--- src/tilt_complementary_filter_defines.svh ---
// Assertion helpers shared by the filter's modules.
// Both expect a clock named clk and an active-low reset named arst_n.
`ifndef TILT_COMPLEMENTARY_FILTER_DEFINES_SVH
`define TILT_COMPLEMENTARY_FILTER_DEFINES_SVH

// Same-cycle implication.
`define TCF_ASSERT_NOW(label, ante, cons, msg) \
	label: assert property (@(posedge clk) disable iff (!arst_n) (ante) |-> (cons)) \
		else $error(msg);

// Next-cycle implication.
`define TCF_ASSERT_NEXT(label, ante, cons, msg) \
	label: assert property (@(posedge clk) disable iff (!arst_n) (ante) |=> (cons)) \
		else $error(msg);

`endif

--- src/tcf_pkg.sv ---
`default_nettype none

package tcf_pkg;

	// Defaults for the top-level parameters
	localparam int TCF_CORDIC_STEPS    = 16;
	localparam int TCF_ANGLE_FRAC_BITS = 8;

	// Fixed field widths
	localparam int SAMPLE_W = 16;
	localparam int OUT_W    = 17;
	localparam int ALPHA_W  = 17;
	localparam int GAIN_W   = 20;
	localparam int CFG_IDX_W = 1;

	// Register indexes
	localparam logic [CFG_IDX_W-1:0] REG_BLEND_ALPHA = 1'b0;
	localparam logic [CFG_IDX_W-1:0] REG_GYRO_GAIN   = 1'b1;

	localparam logic [ALPHA_W-1:0] ALPHA_RESET = 17'd64225;
	localparam logic [GAIN_W-1:0]  GAIN_RESET  = 20'd128070;
	localparam logic [ALPHA_W-1:0] ALPHA_ONE   = 17'd65536;

	// CORDIC datapath: x/y carry the samples shifted up by 16 plus gain growth,
	// z is the angle in 1/65536 degree.
	localparam int XW = 35;
	localparam int ZW = 26;
	localparam logic signed [ZW-1:0] HALF_TURN = 26'sd11796480;

	// Gyro path: |gyro| * gain * elapsed is at most 52 bits
	localparam int PU_W = 52;
	localparam logic [63:0] P_MAX    = 64'd32768 * 64'd1048575 * 64'd65535;
	localparam logic [63:0] US_PER_S = 64'd1000000;
	localparam logic [63:0] DIV_HALF = US_PER_S << 23;

	// Microprogram
	localparam int STEP_W = 4;

	typedef enum logic [3:0] {
		OP_NOP,
		OP_LOAD,
		OP_GAIN,
		OP_TIME,
		OP_DIVIDEND,
		OP_ITER,
		OP_SUM,
		OP_ALPHA,
		OP_BETA,
		OP_WRITE
	} dp_op_t;

	typedef enum logic [1:0] {
		WAIT_NONE,
		WAIT_INPUT,
		WAIT_OUTPUT
	} wait_t;

	typedef enum logic [1:0] {
		JMP_NEVER,
		JMP_ALWAYS,
		JMP_LOOP_MORE
	} jump_t;

	typedef struct packed {
		dp_op_t              op;
		wait_t               wait_on;
		jump_t               jc;
		logic [STEP_W-1:0]   target;
	} ucode_t;

	typedef struct packed {
		dp_op_t op;
		logic   take_in;
		logic   emit;
	} dp_ctrl_t;

	typedef struct packed {
		logic in_valid;
		logic out_busy;
		logic loop_last;
	} seq_status_t;

	localparam logic [STEP_W-1:0] STEP_WAIT     = 4'd0;
	localparam logic [STEP_W-1:0] STEP_GAIN     = 4'd1;
	localparam logic [STEP_W-1:0] STEP_TIME     = 4'd2;
	localparam logic [STEP_W-1:0] STEP_DIVIDEND = 4'd3;
	localparam logic [STEP_W-1:0] STEP_ITER     = 4'd4;
	localparam logic [STEP_W-1:0] STEP_SUM      = 4'd5;
	localparam logic [STEP_W-1:0] STEP_ALPHA    = 4'd6;
	localparam logic [STEP_W-1:0] STEP_BETA     = 4'd7;
	localparam logic [STEP_W-1:0] STEP_WRITE    = 4'd8;

	function automatic ucode_t ucode_rom(input logic [STEP_W-1:0] step);
		ucode_t w;
		case (step)
			STEP_WAIT:     w = '{OP_LOAD,     WAIT_INPUT,  JMP_NEVER,     STEP_WAIT};
			STEP_GAIN:     w = '{OP_GAIN,     WAIT_NONE,   JMP_NEVER,     STEP_WAIT};
			STEP_TIME:     w = '{OP_TIME,     WAIT_NONE,   JMP_NEVER,     STEP_WAIT};
			STEP_DIVIDEND: w = '{OP_DIVIDEND, WAIT_NONE,   JMP_NEVER,     STEP_WAIT};
			STEP_ITER:     w = '{OP_ITER,     WAIT_NONE,   JMP_LOOP_MORE, STEP_ITER};
			STEP_SUM:      w = '{OP_SUM,      WAIT_NONE,   JMP_NEVER,     STEP_WAIT};
			STEP_ALPHA:    w = '{OP_ALPHA,    WAIT_NONE,   JMP_NEVER,     STEP_WAIT};
			STEP_BETA:     w = '{OP_BETA,     WAIT_NONE,   JMP_NEVER,     STEP_WAIT};
			STEP_WRITE:    w = '{OP_WRITE,    WAIT_OUTPUT, JMP_ALWAYS,    STEP_WAIT};
			default:       w = '{OP_NOP,      WAIT_NONE,   JMP_ALWAYS,    STEP_WAIT};
		endcase
		return w;
	endfunction

	// atan(2^-i) in 1/65536 degree
	function automatic logic signed [ZW-1:0] atan_q16(input logic [4:0] i);
		logic signed [ZW-1:0] v;
		case (i)
			5'd0:  v = 26'sd2949120;
			5'd1:  v = 26'sd1740967;
			5'd2:  v = 26'sd919879;
			5'd3:  v = 26'sd466945;
			5'd4:  v = 26'sd234379;
			5'd5:  v = 26'sd117304;
			5'd6:  v = 26'sd58666;
			5'd7:  v = 26'sd29335;
			5'd8:  v = 26'sd14668;
			5'd9:  v = 26'sd7334;
			5'd10: v = 26'sd3667;
			5'd11: v = 26'sd1833;
			5'd12: v = 26'sd917;
			5'd13: v = 26'sd458;
			5'd14: v = 26'sd229;
			5'd15: v = 26'sd115;
			5'd16: v = 26'sd57;
			5'd17: v = 26'sd29;
			5'd18: v = 26'sd14;
			5'd19: v = 26'sd7;
			5'd20: v = 26'sd4;
			5'd21: v = 26'sd2;
			5'd22: v = 26'sd1;
			default: v = '0;
		endcase
		return v;
	endfunction

endpackage

`default_nettype wire

--- src/tcf_sequencer.sv ---
`default_nettype none

`include "tilt_complementary_filter_defines.svh"

module tcf_sequencer
	import tcf_pkg::*;
(
	input  wire logic        clk,
	input  wire logic        arst_n,
	input  wire seq_status_t status,
	output dp_ctrl_t         ctrl
);

	logic [STEP_W-1:0] step_q;
	logic [STEP_W-1:0] step_next;
	ucode_t            uw;
	logic              hold;
	logic              jump;

	assign uw = ucode_rom(step_q);

	always_comb begin
		hold = ((uw.wait_on == WAIT_INPUT) && !status.in_valid) ||
		       ((uw.wait_on == WAIT_OUTPUT) && status.out_busy);
		case (uw.jc)
			JMP_ALWAYS:    jump = 1'b1;
			JMP_LOOP_MORE: jump = !status.loop_last;
			default:       jump = 1'b0;
		endcase
		if (hold) begin
			step_next = step_q;
		end else if (jump) begin
			step_next = uw.target;
		end else begin
			step_next = step_q + 1'b1;
		end
	end

	always_comb begin
		ctrl.op      = uw.op;
		ctrl.take_in = (uw.op == OP_LOAD) && status.in_valid;
		ctrl.emit    = (uw.op == OP_WRITE) && !status.out_busy;
	end

	always_ff @(posedge clk or negedge arst_n) begin
		if (!arst_n) begin
			step_q <= STEP_WAIT;
		end else begin
			step_q <= step_next;
		end
	end

	`TCF_ASSERT_NEXT(a_take_starts_program, ctrl.take_in, step_q == STEP_GAIN, "no gain step after take")
	`TCF_ASSERT_NEXT(a_emit_returns, ctrl.emit, step_q == STEP_WAIT, "no return to wait after emit")
	`TCF_ASSERT_NEXT(a_write_holds, (step_q == STEP_WRITE) && status.out_busy, step_q == STEP_WRITE, "write step left while output busy")

endmodule

`default_nettype wire

--- src/tcf_datapath.sv ---
`default_nettype none

`include "tilt_complementary_filter_defines.svh"

module tcf_datapath
	import tcf_pkg::*;
#(
	parameter int CORDIC_STEPS    = TCF_CORDIC_STEPS,
	parameter int ANGLE_FRAC_BITS = TCF_ANGLE_FRAC_BITS
) (
	input  wire logic                       clk,
	input  wire logic                       arst_n,
	input  wire dp_ctrl_t                   ctrl,
	input  wire logic signed [SAMPLE_W-1:0] accel_y,
	input  wire logic signed [SAMPLE_W-1:0] accel_z,
	input  wire logic signed [SAMPLE_W-1:0] gyro_x,
	input  wire logic [SAMPLE_W-1:0]        elapsed_us,
	input  wire logic [ALPHA_W-1:0]         blend_alpha,
	input  wire logic [GAIN_W-1:0]          gyro_gain,
	output logic                            loop_last,
	output logic signed [OUT_W-1:0]         roll_angle,
	output logic signed [OUT_W-1:0]         accel_angle
);

	localparam int AW = ANGLE_FRAC_BITS + 9;
	localparam logic [63:0] T_MAX = ((P_MAX << ANGLE_FRAC_BITS) + DIV_HALF) >> 24;
	localparam int QW = $clog2(T_MAX / US_PER_S + 64'd1);
	// 1e6 = 2^6 * 15625: the 2^6 is a shift, 15625 a reciprocal multiply
	localparam int RW = $clog2(T_MAX + 64'd1);
	localparam int DIV_TZ = 6;
	localparam logic [63:0] DIV_ODD = US_PER_S >> DIV_TZ;
	localparam int NW = RW - DIV_TZ;
	localparam int KW = NW + 14;
	localparam int MRW = NW + 1;
	localparam logic [MRW-1:0] RECIP = MRW'(((64'd1 << KW) + DIV_ODD - 64'd1) / DIV_ODD);
	localparam int LOOP_N = CORDIC_STEPS;
	localparam int CW = $clog2(LOOP_N);
	localparam int SW = ((AW > QW + 1) ? AW : QW + 1) + 1;
	localparam int OPA_W = (SW > 37) ? SW : 37;
	localparam int OPB_W = ALPHA_W + 1;
	localparam int PRW = OPA_W + OPB_W;
	localparam int MW = PRW + 1;
	localparam int WW = PU_W + ANGLE_FRAC_BITS + 1;
	localparam int ANG_LIM = 180 << ANGLE_FRAC_BITS;
	localparam int Z_HALF = 1 << (15 - ANGLE_FRAC_BITS);

	localparam logic signed [ZW:0] LIM_Z = (ZW + 1)'(ANG_LIM);
	localparam logic signed [ZW:0] HALF_Z = (ZW + 1)'(Z_HALF);
	localparam logic signed [MW-1:0] LIM_M = MW'(ANG_LIM);
	localparam logic signed [MW-1:0] HALF_M = MW'(32768);

	// CORDIC state
	logic signed [XW-1:0] x_q, y_q;
	logic signed [ZW-1:0] z_q;
	logic                 ay_zero_q;
	// gyro path
	logic                 gneg_q;
	logic [SAMPLE_W-1:0]  mag_q;
	logic [SAMPLE_W-1:0]  elapsed_q;
	logic signed [PRW-1:0] p_q;
	logic [RW-1:0]        r_q;
	logic [QW-1:0]        q_q;
	logic [CW-1:0]        cnt_q;
	// blend
	logic signed [AW-1:0] ang_q;
	logic signed [SW-1:0] s_q;
	logic signed [MW-1:0] m_q;
	logic signed [AW-1:0] roll_q;

	logic signed [XW-1:0] ay_ext, az_ext, xs, ys;
	logic signed [ZW-1:0] atan_i;
	logic                 cordic_on;
	logic [NW+MRW-1:0]    qprod;
	logic [WW-1:0]        wide;
	logic signed [ZW:0]   zr, zsh;
	logic signed [AW-1:0] ang_sat;
	logic signed [MW-1:0] msh;
	logic signed [AW-1:0] roll_next;
	logic [ALPHA_W-1:0]   alpha_eff, beta;
	logic signed [SW-1:0] qs, s_next;
	logic signed [OPA_W-1:0] opa;
	logic signed [OPB_W-1:0] opb;
	logic signed [PRW-1:0]   prod;

	assign ay_ext = XW'(accel_y) <<< 16;
	assign az_ext = XW'(accel_z) <<< 16;

	// one CORDIC rotation per loop step while accel Y is nonzero
	always_comb begin
		xs        = x_q >>> cnt_q;
		ys        = y_q >>> cnt_q;
		atan_i    = atan_q16(5'(cnt_q));
		cordic_on = !ay_zero_q && ({1'b0, cnt_q} < (CW + 1)'(CORDIC_STEPS));
		// rounding of the 1e6 * 2^24 divisor: the 2^24 part is a shift
		wide      = (WW'(p_q[PU_W-1:0]) << ANGLE_FRAC_BITS) + WW'(DIV_HALF);
		// floor(n / 15625), exact for n below 2^NW
		qprod     = (NW + MRW)'(r_q[RW-1:DIV_TZ]) * (NW + MRW)'(RECIP);
	end

	always_comb begin
		zr  = (ZW + 1)'(z_q) + HALF_Z;
		zsh = zr >>> (16 - ANGLE_FRAC_BITS);
		if (zsh > LIM_Z) begin
			ang_sat = AW'(LIM_Z);
		end else if (zsh < -LIM_Z) begin
			ang_sat = AW'(-LIM_Z);
		end else begin
			ang_sat = AW'(zsh);
		end
		msh = m_q >>> 16;
		if (msh > LIM_M) begin
			roll_next = AW'(LIM_M);
		end else if (msh < -LIM_M) begin
			roll_next = AW'(-LIM_M);
		end else begin
			roll_next = AW'(msh);
		end
	end

	always_comb begin
		alpha_eff = (blend_alpha > ALPHA_ONE) ? ALPHA_ONE : blend_alpha;
		beta      = ALPHA_ONE - alpha_eff;
		qs        = signed'(SW'(q_q));
		s_next    = gneg_q ? SW'(roll_q) - qs : SW'(roll_q) + qs;
	end

	// shared multiplier
	always_comb begin
		case (ctrl.op)
			OP_GAIN: begin
				opa = signed'(OPA_W'(gyro_gain));
				opb = signed'(OPB_W'(mag_q));
			end
			OP_TIME: begin
				opa = signed'(p_q[OPA_W-1:0]);
				opb = signed'(OPB_W'(elapsed_q));
			end
			OP_ALPHA: begin
				opa = OPA_W'(s_q);
				opb = signed'(OPB_W'(alpha_eff));
			end
			OP_BETA: begin
				opa = OPA_W'(ang_q);
				opb = signed'(OPB_W'(beta));
			end
			default: begin
				opa = '0;
				opb = '0;
			end
		endcase
	end

	assign prod = opa * opb;

	always_ff @(posedge clk) begin
		case (ctrl.op)
			OP_LOAD: begin
				if (ctrl.take_in) begin
					if (accel_z[SAMPLE_W-1]) begin
						x_q <= -az_ext;
						y_q <= -ay_ext;
						z_q <= accel_y[SAMPLE_W-1] ? -HALF_TURN : HALF_TURN;
					end else begin
						x_q <= az_ext;
						y_q <= ay_ext;
						z_q <= '0;
					end
					ay_zero_q <= (accel_y == '0);
					gneg_q    <= gyro_x[SAMPLE_W-1];
					mag_q     <= gyro_x[SAMPLE_W-1] ? SAMPLE_W'(-gyro_x) : SAMPLE_W'(gyro_x);
					elapsed_q <= elapsed_us;
				end
			end
			OP_GAIN, OP_TIME: begin
				p_q <= prod;
			end
			OP_DIVIDEND: begin
				r_q   <= RW'(wide >> 24);
				cnt_q <= '0;
			end
			OP_ITER: begin
				cnt_q <= cnt_q + 1'b1;
				q_q   <= QW'(qprod >> KW);
				if (cordic_on) begin
					if (!y_q[XW-1]) begin
						x_q <= x_q + ys;
						y_q <= y_q - xs;
						z_q <= z_q + atan_i;
					end else begin
						x_q <= x_q - ys;
						y_q <= y_q + xs;
						z_q <= z_q - atan_i;
					end
				end
			end
			OP_SUM: begin
				ang_q <= ang_sat;
				s_q   <= s_next;
			end
			OP_ALPHA: begin
				m_q <= MW'(prod);
			end
			OP_BETA: begin
				m_q <= m_q + MW'(prod) + HALF_M;
			end
			default: begin
			end
		endcase
	end

	always_ff @(posedge clk or negedge arst_n) begin
		if (!arst_n) begin
			roll_q <= '0;
		end else if (ctrl.emit) begin
			roll_q <= roll_next;
		end
	end

	assign loop_last   = (cnt_q == CW'(LOOP_N - 1));
	assign roll_angle  = OUT_W'(roll_next);
	assign accel_angle = OUT_W'(ang_q);

	`TCF_ASSERT_NOW(a_loop_bound, ctrl.op == OP_ITER, cnt_q <= CW'(LOOP_N - 1), "loop counter past end")
	`TCF_ASSERT_NOW(a_div_bound, ctrl.op == OP_ITER, r_q <= RW'(T_MAX), "gyro dividend out of range")

endmodule

`default_nettype wire

--- src/tilt_complementary_filter.sv ---
// Complementary-filter roll estimator.
// Input stream (s_*): one transaction per sensor sample carrying accel Y/Z,
// gyro X and the microseconds since the previous sample. Output stream (m_*):
// one transaction per sample with the new roll estimate and the accel-only
// tilt, both signed with ANGLE_FRAC_BITS fraction bits of a degree.
// Config port: cfg_we writes cfg_data into register cfg_index
// (0 = blend_alpha, 1 = gyro_gain) at the clock edge; write only when idle.
// Operation: a microcoded sequencer steps one shared multiplier, a CORDIC stage
// and a reciprocal multiply that divides the gyro step by one million. The
// loop runs L = CORDIC_STEPS steps.
// m_tvalid rises after the gain, time, dividend, loop, sum, alpha, beta and
// write steps; the next sample is taken only once back at the wait step.
// Reset: roll estimate cleared, registers to their defaults, output empty.
// Stall: the result waits in the output register; the next sample is still
// accepted and processed, and the sequencer holds at its final step until
// the output register frees up.
`default_nettype none

module tilt_complementary_filter
	import tcf_pkg::*;
#(
	parameter int CORDIC_STEPS    = TCF_CORDIC_STEPS,
	parameter int ANGLE_FRAC_BITS = TCF_ANGLE_FRAC_BITS
) (
	input  wire logic                 clk,
	input  wire logic                 arst_n,
	input  wire logic                 s_tvalid,
	output logic                      s_tready,
	input  wire logic [63:0]          s_tdata,   // accel_y, accel_z, gyro_x, elapsed_us
	output logic                      m_tvalid,
	input  wire logic                 m_tready,
	output logic [39:0]               m_tdata,   // roll_angle, accel_angle, zero pad
	input  wire logic                 cfg_we,
	input  wire logic [CFG_IDX_W-1:0] cfg_index,
	input  wire logic [GAIN_W-1:0]    cfg_data
);

	logic [ALPHA_W-1:0] blend_alpha_q;
	logic [GAIN_W-1:0]  gyro_gain_q;
	logic               m_tvalid_q;
	logic [OUT_W-1:0]   roll_q;
	logic [OUT_W-1:0]   accel_q;

	dp_ctrl_t    ctrl;
	seq_status_t status;
	logic        loop_last;
	logic signed [OUT_W-1:0] roll_angle;
	logic signed [OUT_W-1:0] accel_angle;

	assign status.in_valid  = s_tvalid;
	assign status.out_busy  = m_tvalid_q && !m_tready;
	assign status.loop_last = loop_last;
	assign s_tready = (ctrl.op == OP_LOAD);

	tcf_sequencer u_seq (
		.clk    (clk),
		.arst_n (arst_n),
		.status (status),
		.ctrl   (ctrl)
	);

	tcf_datapath #(
		.CORDIC_STEPS    (CORDIC_STEPS),
		.ANGLE_FRAC_BITS (ANGLE_FRAC_BITS)
	) u_dp (
		.clk         (clk),
		.arst_n      (arst_n),
		.ctrl        (ctrl),
		.accel_y     (s_tdata[15:0]),
		.accel_z     (s_tdata[31:16]),
		.gyro_x      (s_tdata[47:32]),
		.elapsed_us  (s_tdata[63:48]),
		.blend_alpha (blend_alpha_q),
		.gyro_gain   (gyro_gain_q),
		.loop_last   (loop_last),
		.roll_angle  (roll_angle),
		.accel_angle (accel_angle)
	);

	always_ff @(posedge clk or negedge arst_n) begin
		if (!arst_n) begin
			blend_alpha_q <= ALPHA_RESET;
			gyro_gain_q   <= GAIN_RESET;
		end else if (cfg_we) begin
			case (cfg_index)
				REG_BLEND_ALPHA: blend_alpha_q <= cfg_data[ALPHA_W-1:0];
				REG_GYRO_GAIN:   gyro_gain_q   <= cfg_data;
				default: begin
				end
			endcase
		end
	end

	always_ff @(posedge clk or negedge arst_n) begin
		if (!arst_n) begin
			m_tvalid_q <= 1'b0;
		end else if (ctrl.emit) begin
			m_tvalid_q <= 1'b1;
		end else if (m_tready) begin
			m_tvalid_q <= 1'b0;
		end
	end

	always_ff @(posedge clk) begin
		if (ctrl.emit) begin
			roll_q  <= roll_angle;
			accel_q <= accel_angle;
		end
	end

	assign m_tvalid = m_tvalid_q;
	assign m_tdata  = {6'b0, accel_q, roll_q};

endmodule

`default_nettype wire

--- config.mk ---
export PLATFORM = sky130hd
export DESIGN_NAME = tilt_complementary_filter
export DESIGN_NICKNAME = d
export VERILOG_FILES = /design/src/tcf_pkg.sv /design/src/tcf_sequencer.sv /design/src/tcf_datapath.sv /design/src/tilt_complementary_filter.sv
export VERILOG_INCLUDE_DIRS = /design/src /design/src/src
export SDC_FILE = /design/constraint.sdc
export NUM_CORES = 2
export LEC_CHECK = 0
export CAP_MARGIN = 25
export CORE_UTILIZATION = 30
export DETAILED_ROUTE_END_ITERATION = 10
export DONT_BUFFER_PORTS = 1
export SETUP_SLACK_MARGIN = 0.05
export SLEW_MARGIN = 20
export SYNTH_ARGS = -nofsm -noshare
export SYNTH_HDL_FRONTEND = slang
export SYNTH_SLANG_ARGS = --single-unit
export TNS_END_PERCENT = 30
--- constraint.sdc ---
create_clock -name clk -period 18.8 [get_ports clk]
set_input_delay 3.76 -clock clk [delete_from_list [all_inputs] [get_ports clk]]
set_output_delay 3.76 -clock clk [all_outputs]
set_load 0.05 [all_outputs]
**Word level (Yosys, flattened, before mapping)**

Memory sizes are Yosys's and may differ from the RTL's. A register that Yosys moved wholly into a read port is not among the register bits.
Cells that the tools add are included.

- Register bits after elaboration: 420
- Latch bits: 0
- RAM bits: 0
- ROM bits: 496
- Bits of input ports: 90
- Output and inout bits: 42
- Word-level logic and storage cells: 121
- Memories kept: 2

- Add/subtract/negate cells: 18
- Multipliers: 2
- Div/mod/pow operators: 0
- Magnitude comparators: 5
- Equal/unequal tests: 16
- Shift operators: 2
- Multiplexer cells: 31
- Bitwise logic cells: 1
- Reduce and logical (&&, ||, !) cells: 21

Memories:

| memory | depth | bits a word | rd ports | clocked after Yosys merged registers in | write ports | line | text |
|---|---|---|---|---|---|---|---|
| (no name shown) | 16 | 22 | 1 | 1 | 0 | tcf_pkg.sv:113 | `case (i)` |
| (no name shown) | 16 | 9 | 1 | 0 | 0 | tcf_pkg.sv:95 | `case (step)` |

Operators by type and width:

| cell | count |
|---|---|
| $mux W35 | 8 |
| $pmux W37 S4 | 1 |
| $pmux W35 S2 | 2 |
| $mux W26 | 5 |
| $pmux W56 S2 | 1 |
| $add A35 B35 Y35 | 2 |
| $neg A32 Y35 | 2 |
| $sshr A35 B4 Y35 | 2 |
| $sub A35 B35 Y35 | 2 |
| $mux W17 | 4 |
| $pmux W17 S4 | 1 |
| $add A59 B43 Y59 const B | 1 |
| $mul A29 B29 Y58 const B | 1 |
| $add A56 B17 Y56 const B | 1 |
| $add A56 B55 Y56 | 1 |
| $mul A37 B18 Y55 | 1 |
| $pmux W26 S2 | 1 |
| $gt A40 B17 Y1 const B | 1 |
| $lt A40 B17 Y1 const B | 1 |
| $add A26 B9 Y27 const B | 1 |
| $add A26 B26 Y26 | 1 |
| $sub A26 B26 Y26 | 1 |
| $gt A19 B17 Y1 const B | 1 |
| $lt A19 B17 Y1 const B | 1 |
| other kinds (29) | 53 |

**Depth between registers and ports, before layout**

- Depth in word-level cells: 8
- Mapped depth: 49
- Depth with buffers taken out: 46

**Modules after synthesis**

A second synthesis with hierarchy kept.

- Cells, all modules: 7,021
- Area total of the unflattened synthesis: 67,699.9 µm²

By module, submodules not included:

| module | times used | cells each | area an instance (µm²) | seq. area each (µm²) |
|---|---|---|---|---|
| tcf_datapath | 1 | 6,860 | 64,740.8 | 10,505.1 |
| tilt_complementary_filter | 1 | 125 | 2,591.2 | 1,995.7 |
| tcf_sequencer | 1 | 36 | 367.9 | 100.1 |

**Worst setup path before layout**

Ideal clock, no wire load.

- Kind: register -> register
- From: register u_seq.step_q[0]
- To: register u_dp.m_q[52], data pin
- Library setup time: 0.261 ns
- Arrival time: 10.920 ns
- Data required time: 18.539 ns
- Slack: 7.618 ns
- Stages on the path, launching flop included: 46
- Buffers on the path: 3
- Clock period less this slack: 11.182 ns
- Path through: dfrtp_1 -> clkbuf_1 -> inv_1 -> ha_1 -> nand2b_1 -> nor2_1 -> nand2_1 -> inv_1 -> a22oi_1 -> o21ai_0 -> clkbuf_1 -> nand2_1 -> fa_1 -> fa_1 -> fa_1 -> fa_1 -> inv_1 -> fa_1 -> [10 not listed] -> a21oi_1 -> o21bai_1 -> a21oi_1 -> xnor2_1 -> ha_1 -> ha_1 -> clkbuf_1 -> a21o_1 -> a21o_1 -> a21o_1 -> a2111oi_0 -> nor3_1 -> a211oi_1 -> o31a_1 -> o31ai_1 -> a21oi_1 -> mux2i_1 -> nand3_1

- Cells in the longest elaborated chain, start to end: 7
- Elaborated cells on any way between the ends: 11
- Those cells by class: add/sub: 2; mul: 1; eq/ne: 4; mux: 3; memory: 1

RTL lines:

| item | line | text |
|---|---|---|
| start: declaration | tcf_sequencer.sv:14 | `logic [STEP_W-1:0] step_q;` |
| start signal: assignment | tcf_sequencer.sv:49 | `step_q <= step_next;` |
| $mem_v2 Z16 W9 (*) | n/a |  |
| $eq A4 B4 Y1, or another cell as far along | tcf_datapath.sv:129 | `case (ctrl.op)` |
| $pmux W37 S4 or $pmux W17 S4 (tied branches) | tcf_datapath.sv:129 |  |
| $mul A37 B18 Y55 (*) | tcf_datapath.sv:153 | `assign prod = opa * opb;` |
| named net u_dp.prod[23] | tcf_datapath.sv:83 | `logic signed [PRW-1:0] prod;` |
| $add A56 B55 Y56 (*) | tcf_datapath.sv:204 | `m_q <= m_q + MW'(prod) + HALF_M;` |
| $add A56 B17 Y56 (*) | tcf_datapath.sv:204 |  |
| $pmux W56 S2 (*) | tcf_datapath.sv:156 | `case (ctrl.op)` |
| end signal: assignment | tcf_datapath.sv:201 | `m_q <= MW'(prod);` |
| end signal: assignment | tcf_datapath.sv:204 |  |
| end: declaration | tcf_datapath.sv:67 | `logic signed [MW-1:0] m_q;` |

The timed path passes the listed nets; every way through them passes the cells marked *.
A chain may end at the register's enable or synchronous reset.

**Worst setup path after layout**

- From: register u_seq.step_q[0]
- To: register u_dp.m_q[55], data pin

Same word-level chain as after synthesis.

==> metrics.md <==
| Metric | Value |
|---|---|
| Outcome | finished clean |
| ANT nets after route | 0 |
| Reg area | ~13000 sq um |
| Floorplan row count | ~170 |
| DRC violations left | 0 |
| Hold buffers post-CTS | 0 |
| Final Max Slew Viols | 0 |
| Antenna violations before repair | 8 |
| Core area | between 200000 and 250000 sq um |
| Drt initial violations | 3075 |
| First-pass GRT wire length | approximately 300000 um |
| Initial Utilization | a little under a third |
| Cells after Synth | between 7000 and 8000 |
| Via count | 49910 |
| DRT Wirelength | ~190000 um |
| Die ar. | 226900 sq um |
| Worst-case hold path end point | gyro_gain_q[19] |
| Clock transition at path regs | approximately 60 ps |
| # nets final | between 8000 and 9000 |
| HP Class | reg -> reg |
| CTS tree | built |
| Synth area leader | fa_1 |
| MaxCap Viol Count | 0 |
| Worst R2R End | u_dp.m_q[55] |
| R2r startpoint | u_seq.step_q[0] |
| Global-route total usage across every layer | 16.86% |
| WS Path Type | reg -> reg |
| IO Pins | between 100 and 150 |
| Crit-path max FO | 66 |
| Final Hold Viols | 0 |
| Hold path depth | 1 |
| Grt ovf | 0 |
| CTS Root Cell | clkbuf_16 |
| Sequential fraction of the synthesis area | about a fifth |
| Ys async rst share | 13.53% |
| CP endpoint kind | register |
| Post-CTS Setup Inserts | 0 |
| Final Cycle Share | between 70% and 80% |
| Syn Area/Cell | between 9 and 10 sq um |
| Routed length per instance | 19.11 um |
| I/O Buffers | 0 |
| Required time of the worst setup path | about 19000 ps |
| DP HPWL | ~150000 um |
| Main synth FF type | edfxtp_1 |
| Crit path launch type | register |
| Max Clk Rate | 75.74 MHz |
| Synth cell types | 90 |
| Die height | roughly 480 um |
| Footprint of the multi-input gates | approximately 50000 sq um |
| EDFF count, synth | between 300 and 400 |
| Worst path slowest cell | buf_4 |
| Worst-Skew Late Latency | 650 ps |
| Crit-path max cell delay | 780 ps |
| Top cell type's share of synthesized area | 27.59% |
| Final setup viols | 0 |
| Top area cells in the synthesized netlist | fa_1 (28%), edfxtp_1 (16%), ha_1 (13%) |
| Router iterations before antenna repair | 6 |
| Post-Place Worst Slack | 5780 ps |
| RSZ-0062 raised after global routing | no |
| Critical Path AT | 13580 ps |
| H-tree depth | 2 |
| Routed vias/inst | around 5 |
| Pin count of the biggest net entering global routing | between 70 and 80 |
| R2R depth | 40 |
| Worst path most repeated cell | fa_1 |
| Share of layout cells above drive strength 1 | between 5 and 6% |
| Dpl cells | between 9000 and 10000 |
| Final instance count without filler cells | 9970 |
| Die X | 476.3 um |
| Sink Count | between 400 and 500 |
| Final setup margin | about 5600 ps |
| Clock buffer count from CTS | between 40 and 50 |
| Min Tclk post-route | ~13000 ps |
| Vias in the first global route | approximately 52000 |
| CTS resizes | 0 |
| Hold_sp | gyro_gain_q[19] |
| Gpl congestion | ~0.9 |
| Synth Cell Area | about 67000 sq um |
| #FFs+latches synth | 436 |
| R2R Setup Slk | roughly 5600 ps |
| Synth warnings | 0 |
| Fill cell count | approximately 23000 |
| Clk_skew | between 30 and 40 ps |
| Fin util | 32.70% |
| Area grow syn2layout | 8.043% |
| Setup TNS | 0 ps |
| Clk buf depth | 3 |
| Least-Margin Pin Slew | 971.8 ps |
| Slew headroom | approximately a third |
[through the flow]
step                      hold slack, ps  cell area [sq um]
after detailed placement           497.9              71130
after floorplan                    450.5              67510
after CTS                          511.4              72880
after global routing               528.0              72910
final                              511.1              72910
after global placement             489.1              71100
[layer usage]
layer | up-vias | share of wire [%] | GRT usage (%)
met1 | 25180 | 42 | 21.98
met4 | 0 | 4.3 | 6.339
met3 | 319 | 5.4 | 2.010
met5 | - | 0 | 0
met2 | 1437 | 48 | 28.48
li1 | 22980 | - | -
[cell usage in the layout (no fill, tap or decap), types with 38 or more instances in the layout]
master / count
inv_1: 1277
mux4_2: 72
nand2b_1: 41
nand2_1: 755
nor2_1: 526
a31oi_1: 47
nor3_1: 65
edfxtp_1: 355
a21o_1: 140
and3_1: 42
a21oi_1: 291
mux2i_1: 72
o21a_1: 38
xor2_1: 117
o21ai_0: 237
buf_4: 91
and2_1: 59
xnor2_1: 271
nand3_1: 70
ha_1: 703
mux2_2: 87
clkbuf_16: 58
dfrtp_1: 39
fa_1: 930
[sequential cells by signal, indices dropped and copies added (netlist names)]
register	count
u_dp.m_q	56
u_dp.atan_i	22
u_dp.elapsed_q	16
u_dp.r_q	29
blend_alpha_q	17
gyro_gain_q	20
u_dp.s_q	18
u_dp.cnt_q	4
u_dp.accel_angle	17
u_seq.step_q	4
u_dp.z_q	26
roll_q	17
u_dp.ay_zero_q	1
u_dp.y_q	35
u_dp.q_q	16
m_tvalid	1
u_dp.gneg_q	1
u_dp.roll_q	17
accel_q	17
u_dp.p_q	51
u_dp.mag_q	16
u_dp.x_q	35
[kinds of logic (layout without fill, tap and decap cells)]
group,Yosys count,after routing,share of synthesized area [%]
other,1,8,0.005557
DFF,436,436,18.67
and+or+nand+nor,1759,1759,11.54
muxes,250,250,5.662
AOI/OAI and AO/OA,1049,1049,9.887
buffers and inverters,1517,1471,8.552
adders and majority gates,1633,1633,40.62
xor gates and xnor gates,389,389,5.060
[area by class of cell]
class | count | area share (%)
clock buffer | 73 | 2.155
timing repair buffer | 96 | 1.012
tap | 2975 | 5.105
multi-input combinational | 5086 | 67.59
clock inverter | 19 | 0.2471
antenna | 2 | 0.006864
inverter | 1283 | 6.605
sequential | 436 | 17.28
[worst max path at each step]
stage / from / endpoint / slack, ps / cells after the start
final: u_seq.step_q[0] / u_dp.m_q[55] / 5600 / 40
after global routing: u_seq.step_q[0] / u_dp.m_q[55] / 4670 / 40
after detailed placement: u_seq.step_q[0] / u_dp.m_q[55] / 5780 / 40
after floorplan: u_seq.step_q[0] / u_dp.m_q[52] / 7620 / 45
after global placement: u_seq.step_q[0] / u_dp.m_q[54] / 5760 / 42
after CTS: u_seq.step_q[0] / u_dp.m_q[55] / 5720 / 40
[synth_stat cells (16+ instances only)]
cell      number
o211ai_1      24
dfrtp_1       40
nor2b_1       31
buf_1         23
and4_1        18
mux4_1        19
inv_1       1279
xor2_1       117
a21o_1       140
dfxtp_1       22
a221o_1       24
mux2i_1       72
mux2_2        87
nand3_1       71
clkbuf_1     188
or3_1         33
nor2_1       527
xnor2_1      271
o21a_1        38
and3_1        42
and2_1        59
edfxtp_1     355
nand2b_1      41
ha_1         703
a211oi_1      25
a21oi_1      292
o21ai_0      242
a31oi_1       47
nor3b_1       16
a221oi_1      24
o31ai_1       37
dfstp_2       19
mux4_2        72
nand4_1       30
o21bai_1      30
nand2_1      756
nor4_1        22
nor3_1        68
fa_1         930
[worst max-delay path, delay by kind of cell, from the launching register on]
kind / cells / cell delay, ps
adder cells (fa/ha/maj): 10 / 4610
AND/OR/NAND/NOR: 11 / 2940
AO/OA/AOI/OAI: 9 / 2180
buffers and inverters: 7 / 1950
XOR/XNOR: 2 / 530
flip-flops: 1 / 380
multiplexers: 1 / 260
Power is left out: the tool's default activity adds up to more than one toggle a clock period on the data nets, which glitch-free logic cannot reach.
